File: src/hdl/wsp_pkg.sv
// wsp_pkg: shared constants, command and status types of the wheel speed PID block.
// Used by wsp_ctrl, wsp_dp and wheel_speed_pid. No dependencies.
package wsp_pkg;

   localparam int GAIN_FRAC_BITS_DEF = 16;
   localparam int US_PER_SECOND_DEF  = 1000000;

   localparam int GAIN_W     = 24;
   localparam int MAXO_W     = 16;
   localparam int CSR_IDX_W  = 2;
   localparam int CSR_DATA_W = 24;
   localparam int REQ_DATA_W = 120;
   localparam int RSP_DATA_W = 80;

   localparam int ACC_W      = 90;
   localparam int DIV_STEPS  = ACC_W / 2;
   localparam int CNT_W      = $clog2(DIV_STEPS);
   localparam int TERM_W     = 61;

   localparam logic [CSR_IDX_W-1:0] REG_GAIN_P = 2'd0;
   localparam logic [CSR_IDX_W-1:0] REG_GAIN_I = 2'd1;
   localparam logic [CSR_IDX_W-1:0] REG_GAIN_D = 2'd2;
   localparam logic [CSR_IDX_W-1:0] REG_MAX_OUT = 2'd3;

   localparam logic [MAXO_W-1:0] MAX_OUT_RESET = 16'd8191;

   localparam logic [2:0] MS_ERR_EL = 3'd0;
   localparam logic [2:0] MS_GP_ERR = 3'd1;
   localparam logic [2:0] MS_GI_ILO = 3'd2;
   localparam logic [2:0] MS_GI_IHI = 3'd3;
   localparam logic [2:0] MS_GD_DE  = 3'd4;
   localparam logic [2:0] MS_TLO_US = 3'd5;
   localparam logic [2:0] MS_THI_US = 3'd6;

   typedef struct packed {
      logic       load;
      logic [2:0] mul_sel;
      logic       acc_set;
      logic       acc_add_hi;
      logic       int_upd;
      logic       t_wr;
      logic       div_load;
      logic       div_us;
      logic       div_step;
      logic       term_p_wr;
      logic       term_i_wr;
      logic       term_d_wr;
      logic       out_ld;
   } wsp_cmd_type;

   typedef struct packed {
      logic elapsed_zero;
      logic rsp_free;
   } wsp_sts_type;

endpackage

File: src/hdl/wsp_ctrl.sv
// wsp_ctrl: sequencer of the wheel speed PID block; issues datapath commands.
// Depends on wsp_pkg.
module wsp_ctrl
   import wsp_pkg::*;
(
   input  logic        clock,
   input  logic        reset,
   input  logic        req_tvalid,
   output logic        req_tready,
   input  logic        req_tuser,
   input  wsp_sts_type sts,
   output wsp_cmd_type cmd
);

   localparam logic [4:0] S_IDLE = 5'd0;
   localparam logic [4:0] S_MINT = 5'd1;
   localparam logic [4:0] S_UINT = 5'd2;
   localparam logic [4:0] S_AP   = 5'd3;
   localparam logic [4:0] S_AI0  = 5'd4;
   localparam logic [4:0] S_AI1  = 5'd5;
   localparam logic [4:0] S_AD0  = 5'd6;
   localparam logic [4:0] S_DIVI = 5'd7;
   localparam logic [4:0] S_TI   = 5'd8;
   localparam logic [4:0] S_MD0  = 5'd9;
   localparam logic [4:0] S_MD1  = 5'd10;
   localparam logic [4:0] S_DLD  = 5'd11;
   localparam logic [4:0] S_DIVD = 5'd12;
   localparam logic [4:0] S_TD   = 5'd13;
   localparam logic [4:0] S_FIN  = 5'd14;

   localparam logic [CNT_W-1:0] DIV_LAST = CNT_W'(DIV_STEPS - 1);

   logic [4:0] state_ff, state_in;
   logic [CNT_W-1:0] cnt_ff, cnt_in;

   assign req_tready = (state_ff == S_IDLE);

   always_comb begin
      cmd = '0;
      cmd.mul_sel = MS_ERR_EL;
      state_in = state_ff;
      cnt_in = cnt_ff;
      case (state_ff)
         S_IDLE: begin
            cmd.load = req_tvalid;
            if (req_tvalid) state_in = req_tuser ? S_FIN : S_MINT;
         end
         S_MINT: begin
            cmd.mul_sel = MS_ERR_EL; state_in = S_UINT;
         end
         S_UINT: begin
            cmd.int_upd = 1'b1; cmd.mul_sel = MS_GP_ERR; state_in = S_AP;
         end
         S_AP: begin
            cmd.acc_set = 1'b1; cmd.mul_sel = MS_GI_ILO; state_in = S_AI0;
         end
         S_AI0: begin
            cmd.term_p_wr = 1'b1; cmd.acc_set = 1'b1; cmd.mul_sel = MS_GI_IHI;
            state_in = S_AI1;
         end
         S_AI1: begin
            cmd.acc_add_hi = 1'b1; cmd.mul_sel = MS_GD_DE; state_in = S_AD0;
         end
         S_AD0: begin
            cmd.t_wr = 1'b1; cmd.div_load = 1'b1; cmd.div_us = 1'b1;
            cnt_in = '0; state_in = S_DIVI;
         end
         S_DIVI: begin
            cmd.div_step = 1'b1; cnt_in = cnt_ff + 1'b1;
            if (cnt_ff == DIV_LAST) state_in = S_TI;
         end
         S_TI: begin
            cmd.term_i_wr = 1'b1; cmd.mul_sel = MS_TLO_US;
            state_in = sts.elapsed_zero ? S_FIN : S_MD0;
         end
         S_MD0: begin
            cmd.acc_set = 1'b1; cmd.mul_sel = MS_THI_US; state_in = S_MD1;
         end
         S_MD1: begin
            cmd.acc_add_hi = 1'b1; state_in = S_DLD;
         end
         S_DLD: begin
            cmd.div_load = 1'b1; cnt_in = '0; state_in = S_DIVD;
         end
         S_DIVD: begin
            cmd.div_step = 1'b1; cnt_in = cnt_ff + 1'b1;
            if (cnt_ff == DIV_LAST) state_in = S_TD;
         end
         S_TD: begin
            cmd.term_d_wr = 1'b1; state_in = S_FIN;
         end
         S_FIN: begin
            cmd.out_ld = sts.rsp_free;
            if (sts.rsp_free) state_in = S_IDLE;
         end
         default: state_in = S_IDLE;
      endcase
   end

   always_ff @(posedge clock) begin
      if (reset) begin
         state_ff <= S_IDLE;
         cnt_ff <= '0;
      end else begin
         state_ff <= state_in;
         cnt_ff <= cnt_in;
      end
   end

   a_accept_busy: assert property (@(posedge clock) disable iff (reset)
      (req_tvalid && req_tready) |=> (state_ff != S_IDLE))
      else $error("accepted beat did not start a step");
   a_div_count: assert property (@(posedge clock) disable iff (reset)
      (state_ff == S_DIVI || state_ff == S_DIVD) |-> (cnt_ff <= DIV_LAST))
      else $error("divider count out of range");
   a_fin_done: assert property (@(posedge clock) disable iff (reset)
      cmd.out_ld |=> (state_ff == S_IDLE))
      else $error("result load did not end the step");

endmodule

File: config.mk
export PLATFORM = sky130hd
export DESIGN_NAME = wsp_ctrl
export DESIGN_NICKNAME = d
export VERILOG_FILES = /design/src/hdl/wsp_pkg.sv /design/src/hdl/wsp_ctrl.sv
export SDC_FILE = /design/constraint.sdc
export NUM_CORES = 1
export LEC_CHECK = 0
export ABC_CLOCK_PERIOD_IN_PS = 1800
export BUFFER_PORTS_ARGS = -buffer_cell sky130_fd_sc_hd__buf_2
export CELL_PAD_IN_SITES_DETAIL_PLACEMENT = 2
export CELL_PAD_IN_SITES_GLOBAL_PLACEMENT = 2
export CORE_MARGIN = 2
export CORE_UTILIZATION = 28
export CTS_CLUSTER_SIZE = 10
export DETAILED_ROUTE_END_ITERATION = 16
export GPL_TIMING_DRIVEN = 0
export HOLD_SLACK_MARGIN = 0.1
export PLACE_DENSITY = 0.78
export SLEW_MARGIN = 10
export SYNTH_ARGS = -nofsm -noshare
export SYNTH_HDL_FRONTEND = slang
export SYNTH_SLANG_ARGS = --single-unit
export TNS_END_PERCENT = 10
File: constraint.sdc
create_clock -name clock -period 1.8 [get_ports clock]
set_clock_uncertainty 0.15 [all_clocks]
set_input_delay 0.18 -clock clock [delete_from_list [all_inputs] [get_ports clock]]
set_output_delay 0.18 -clock clock [all_outputs]
set_load 0.05 [all_outputs]
==> results of run 1 <==
worst max-delay path by stage:
stage	endpoint	depth (start not counted)	start	slack (ns)
floorplan	cmd[8]	3	state_ff[3]	-0.34
global placement	cmd[12]	5	state_ff[3]	-0.22
finish	state_ff[0]	7	state_ff[0]	-0.06
global route	state_ff[0]	7	state_ff[0]	-0.1
detailed placement	cmd[12]	5	state_ff[3]	-0.32
CTS	cmd[12]	5	state_ff[1]	-0.06
where the power goes:
group          switching [mW]  internal [mW]  leakage (nW)
logic                    1.19          0.779         0.436
registers              0.0748          0.285        0.0837
clock network          0.0903          0.123        0.0210
state kept, by name, summed over array words and instances (netlist names):
signal,count
state_ff,4
cnt_ff,6
area by class of cell:
type / count / share of cell area
Multi-Input combinational cell: 85 / 0.504
Clock buffer: 4 / 0.0272
Sequential cell: 10 / 0.159
Inverter: 8 / 0.0253
Tap cell: 31 / 0.0291
Buffer: 8 / 0.0750
Timing Repair Buffer: 30 / 0.180
kinds of logic (layout without fill, tap and decap cells):
kind of cell	after synthesis	after routing	share of synthesized area
simple gates	46	46	0.311
mux	3	3	0.0371
compound gates	32	32	0.282
xor+xnor	2	2	0.0208
flops	10	10	0.238
buf+inv	16	50	0.0817
fa+ha+maj	2	2	0.0297
cells in the final DEF, fill, tap and decap left out, types with 4 or more instances in the layout:
cell type / n
buf_4: 15
buf_6: 11
nor2_1: 8
a21oi_1: 7
buf_2: 7
inv_1: 6
nand2_1: 6
dfxtp_1: 6
o21ai_0: 5
and2_1: 4
stage by stage:
| stage | hold WS [ns] | power, mW |
|---|---|---|
| floorplan | 0.227 | 1.41 |
| global placement | 0.324 | 1.69 |
| detailed placement | 0.358 | 1.74 |
| CTS | 0.141 | 2.30 |
| global route | 0.168 | 2.68 |
| finish | 0.141 | 2.55 |
worst min-delay path, delay by kind of cell:
| kind | cells | cell delay [ns] |
|---|---|---|
| simple gates | 1 | 0.06 |
| compound gates | 2 | 0.17 |
| buf+inv | 1 | 0.12 |
cells in the mapped netlist, types with 4 or more instances:
master | count | area [µm²]
buf_2 | 4 | 20.0
nand2b_1 | 5 | 31.3
o32ai_1 | 4 | 35.0
and2_1 | 4 | 25.0
nand2_1 | 8 | 30.0
o21ai_0 | 5 | 25.0
dfxtp_1 | 10 | 200
a21oi_1 | 8 | 40.0
nor2_1 | 10 | 37.5
nor3_1 | 5 | 25.0
inv_1 | 7 | 26.3
metal layers:
layer | track usage | part of all wire | up-vias
met5 | 0 | 0 | -
met4 | 0.0455 | 0.0068 | 0
met3 | 0.0571 | 0.035 | 5
met2 | 0.351 | 0.50 | 21
met1 | 0.267 | 0.45 | 492
li1 | - | - | 474
timing repair:
action	in CTS	in global routing
setup buffers	6	2
hold buffers	1	0
hold endpoints to repair	1	0
pin swaps	3	2
setup endpoints to repair	19	18
resized for setup	42	27
==> reports/results.tsv, run 1 <==
metric	value	unit
worstMarginPinSlew	0.478	ns
nets	154	
rrSetupSlack	-0.06	ns
whs_path_depth	4	
crit_type	register to register	
dr.pass1.iters	10	
post_synth.cell_area_avg	7.59	µm²
worstPathMaxFanout	4	
gp_congestion	0.748	
root_buffer	clkbuf_4	
synth_edf_count	0	
slew_viol_final	0	
synthFlopType	dfxtp_1	
pre_cts_ws	-0.320	ns
fin_crit_sh	1.03	
r2r_start	state_ff[0]	
drive_above_1_share	0.462	
clk_pin_slew_worst_paths	0.07	ns
cap_violations	0	
min_from	req_tuser	
place_hpwl	2240	µm
placed_area	1010	µm²
rr_endpoint	state_ff[0]	
routed_wl	3550	µm
power_leakage	0.541	nW
worstHoldEndpoint	state_ff[3]	
hold_viol_final	0	
slowest_stage	o221ai_1	
netlist_instances	111	
numPortBuffers	21	
worstPathBufferInverterCount	3	
violations	design-rule violations, negative setup slack	
hold_class	input port to register	
cts_num_sinks	10	
grt_max_degree	11	
synth_async_sr_flop_share	0	
num_io_pins	22	
first_global_vias	1030	
die_y	58.8	µm
startpoint_type	register	
worstPathCellList	buf_6 -> buf_4 -> buf_4 -> nor2b_1 -> o21ai_0 -> o221ai_1 -> o22ai_1	
numCtsBuffers	3	
antenna_found_initial	0	
worstPathRequired	1.80	ns
rr_worst_depth	7	
drt.antenna.violating_nets	0	
die_w	58.8	µm
drt_iter0_markers	21	
cp.arrival	1.86	ns
synth_cell_type_count	44	
drc	1	
min_period	1.86	ns
core-area	2810	µm²
route.vias.total	992	
grtUsageTotal	0.209	
initial_core_util	0.300	
setup_ws	-0.0595	ns
synth.net_count	119	
clock_path_buffers	2	
dp.cells	163	
grt_pass1_wl	5330	µm
fmax	538	MHz
setup_viol	12	
diodes	0	
path_common_cell	buf_4	
multi_input_area	672	µm²
viasPerCell	5.64	
relSlewSlack	0.682	
stdcell_count	176	
grt-ovfl-total	0	
wire_per_inst	20.2	µm
htreeDepth	1	
cpPeakStageDelay	0.35	ns
peakVddDrop	1.11	mV
fill_cells	311	
cts_tree	done	
p_per_area	1910	nW/µm²
utilization	0.475	
area_growth	58.4	%
syn-cell-area	842	µm²
grt_setup_unrepaired	yes	
final_area	1330	µm²
yosys_warnings	0	
crit_family	compound AO/OA/AOI/OAI gates	
synth.ff_latch_count	10	
ys_seq_area_frac	0.238	
final-seq-area	213	µm²
rows	19	
fin_setup_tns	-0.321	ns
clock_latency	0.28	ns
die_area	3460	µm²
end_kind	register	
status	complete, but fails checks	
No activity file was read; power rests on OpenSTA's default activity.
==> run 2, diff against run 1 <==
ABC_CLOCK_PERIOD_IN_PS = 2100   (was 1800)
clock period = 2.1 ns   (was 1.8 ns; I/O delays follow)
==> run 2 against run 1 <==
Compared with the run above: the run ends with design-rule violations left; sequential cell count is the same; utilization fell by 9.1 points; cell count is 5.1% lower.
==> reports/results.tsv, run 2 (same netlist as run 1, synthesis figures left out) <==
metric	value	unit
status	complete, but fails checks	
violations	design-rule violations	
cp.arrival	1.64	ns
ctsHoldBuffers	0	
worstPathRequired	1.74	ns
hold_class	input port to register	
top_register	cnt_ff	
rows	19	
power_leakage	0.450	nW
nets	145	
cap_violations	0	
htreeDepth	1	
fin_crit_sh	0.952	
largest_register_ff_count	6	
worstPathMaxFanout	10	
crit_family	buffers and inverters	
startpoint_type	register	
die_area	3460	µm²
worstMarginPinSlew	0.435	ns
antenna_found_initial	0	
top_regs	cnt_ff: 6 flops, state_ff: 4 flops	
routed_wl	2950	µm
clock_path_buffers	2	
root_buffer	clkbuf_4	
route.vias.total	962	
crit_path_start	state_ff[2]	
setup_ws	0.101	ns
p_per_area	1610	nW/µm²
dr.pass1.iters	12	
gp_congestion	0.761	
drt_iter0_markers	25	
cts_num_sinks	10	
grt-ovfl-total	0	
dp.cells	163	
first_global_vias	987	
setup_viol	0	
r2r_start	cnt_ff[0]	
fmax	500	MHz
power	1.73	mW
viasPerCell	5.76	
drc	2	
clk_pin_slew_worst_paths	0.07	ns
area_growth	27.9	%
diodes	0	
worstPathBufferInverterCount	2	
final_cell_mix	buf_2 (16), buf_4 (11), nor2_1 (9)	
numPortBuffers	21	
stdcell_count	167	
end_kind	primary output	
whs	0.130	ns
die_y	58.8	µm
drt.antenna.violating_nets	0	
slew_viol_final	0	
min_period	2.00	ns
path_common_cell	buf_4	
final_common_cell	buf_2	
cpPeakStageDelay	0.44	ns
drive_above_1_share	0.324	
postCtsSetupBuffers	0	
peakVddDrop	0.623	mV
relSlewSlack	0.710	
grt_pass1_wl	4900	µm
place_hpwl	2270	µm
grtUsageTotal	0.187	
initial_core_util	0.300	
num_io_pins	22	
clock_latency	0.27	ns
worstPathCellList	buf_4 -> nand2b_2 -> o21a_1 -> o32ai_1 -> buf_4	
pre_cts_ws	0.0518	ns
hold_viol_final	0	
numCtsBuffers	3	
core-area	2810	µm²
wire_per_inst	17.7	µm
min_from	reset	
crit_type	register to primary output	
grt_max_degree	11	
slowest_stage	dfxtp_2	
cts_tree	done	
die_w	58.8	µm
-- run 2: changes by cell type in the layout (fill, tap and decap cells not counted), sizes merged --
cell / delta
buf: -9
clkinvlp: -1
clkbuf: +1
inv: +1
dlygate4sd3: -1
-- run 2: layout make-up --
type	count	area [µm²]
well taps	31	38.8
fillers	345	1730
multi-input cells	85	596
flip-flops and latches	10	203
clock buffers	4	36.3
inverters	8	30.0
plain buffers	8	56.3
repair buffers	21	118
-- run 2: path summary, 6_finish.rpt --
path | endpoint | slack (ns) | cells after the start
setup / recovery | cmd[10] | 0.10 | 5
setup reg to reg | state_ff[2] | 0.33 | 6
hold / removal | cnt_ff[3] | 0.13 | 3
hold reg to reg | cnt_ff[5] | 0.34 | 2
-- run 2: routing by layer --
metal | global-route usage | vias to the layer above | share of wire
met5 | 0 | - | 0
met4 | 0.0519 | 0 | 0.011
met3 | 0.0330 | 4 | 0.037
met2 | 0.305 | 22 | 0.50
met1 | 0.253 | 484 | 0.45
li1 | - | 452 | -
-- run 2: per-stage QoR --
| step | instance area, µm² | TNS [ns] | util |
|---|---|---|---|
| 6_report | 1080 | 0 | 0.384 |
| 2_1_floorplan | 847 | -0.930 | - |
| 5_1_grt | 1080 | -0.0122 | 0.384 |
| 3_3_place_gp | 991 | 0 | 0.353 |
| 3_5_place_dp | 991 | 0 | 0.353 |
| 4_1_cts | 1050 | -0.00559 | 0.374 |
-- run 2: power by group --
group          internal [mW]  leakage [nW]  switching, mW
clock network          0.105        0.0210         0.0700
logic                  0.400         0.347          0.866
registers              0.231        0.0821         0.0599
total                  0.736         0.450          0.996
-- run 2: worst reg2reg max path: cells and delay by family (launching register included) --
family / cells / cell delay [ns]
buffers and inverters: 1 / 0.07
flip-flops: 1 / 0.45
AND/OR/NAND/NOR: 2 / 0.17
AO/OA/AOI/OAI: 2 / 0.57
adder cells (fa/ha/maj): 1 / 0.21
-- run 2: repair_timing --
action | in CTS | in global routing
pin swaps | 0 | 0
setup endpoints to repair | 8 | 8
resized for setup | 10 | 13
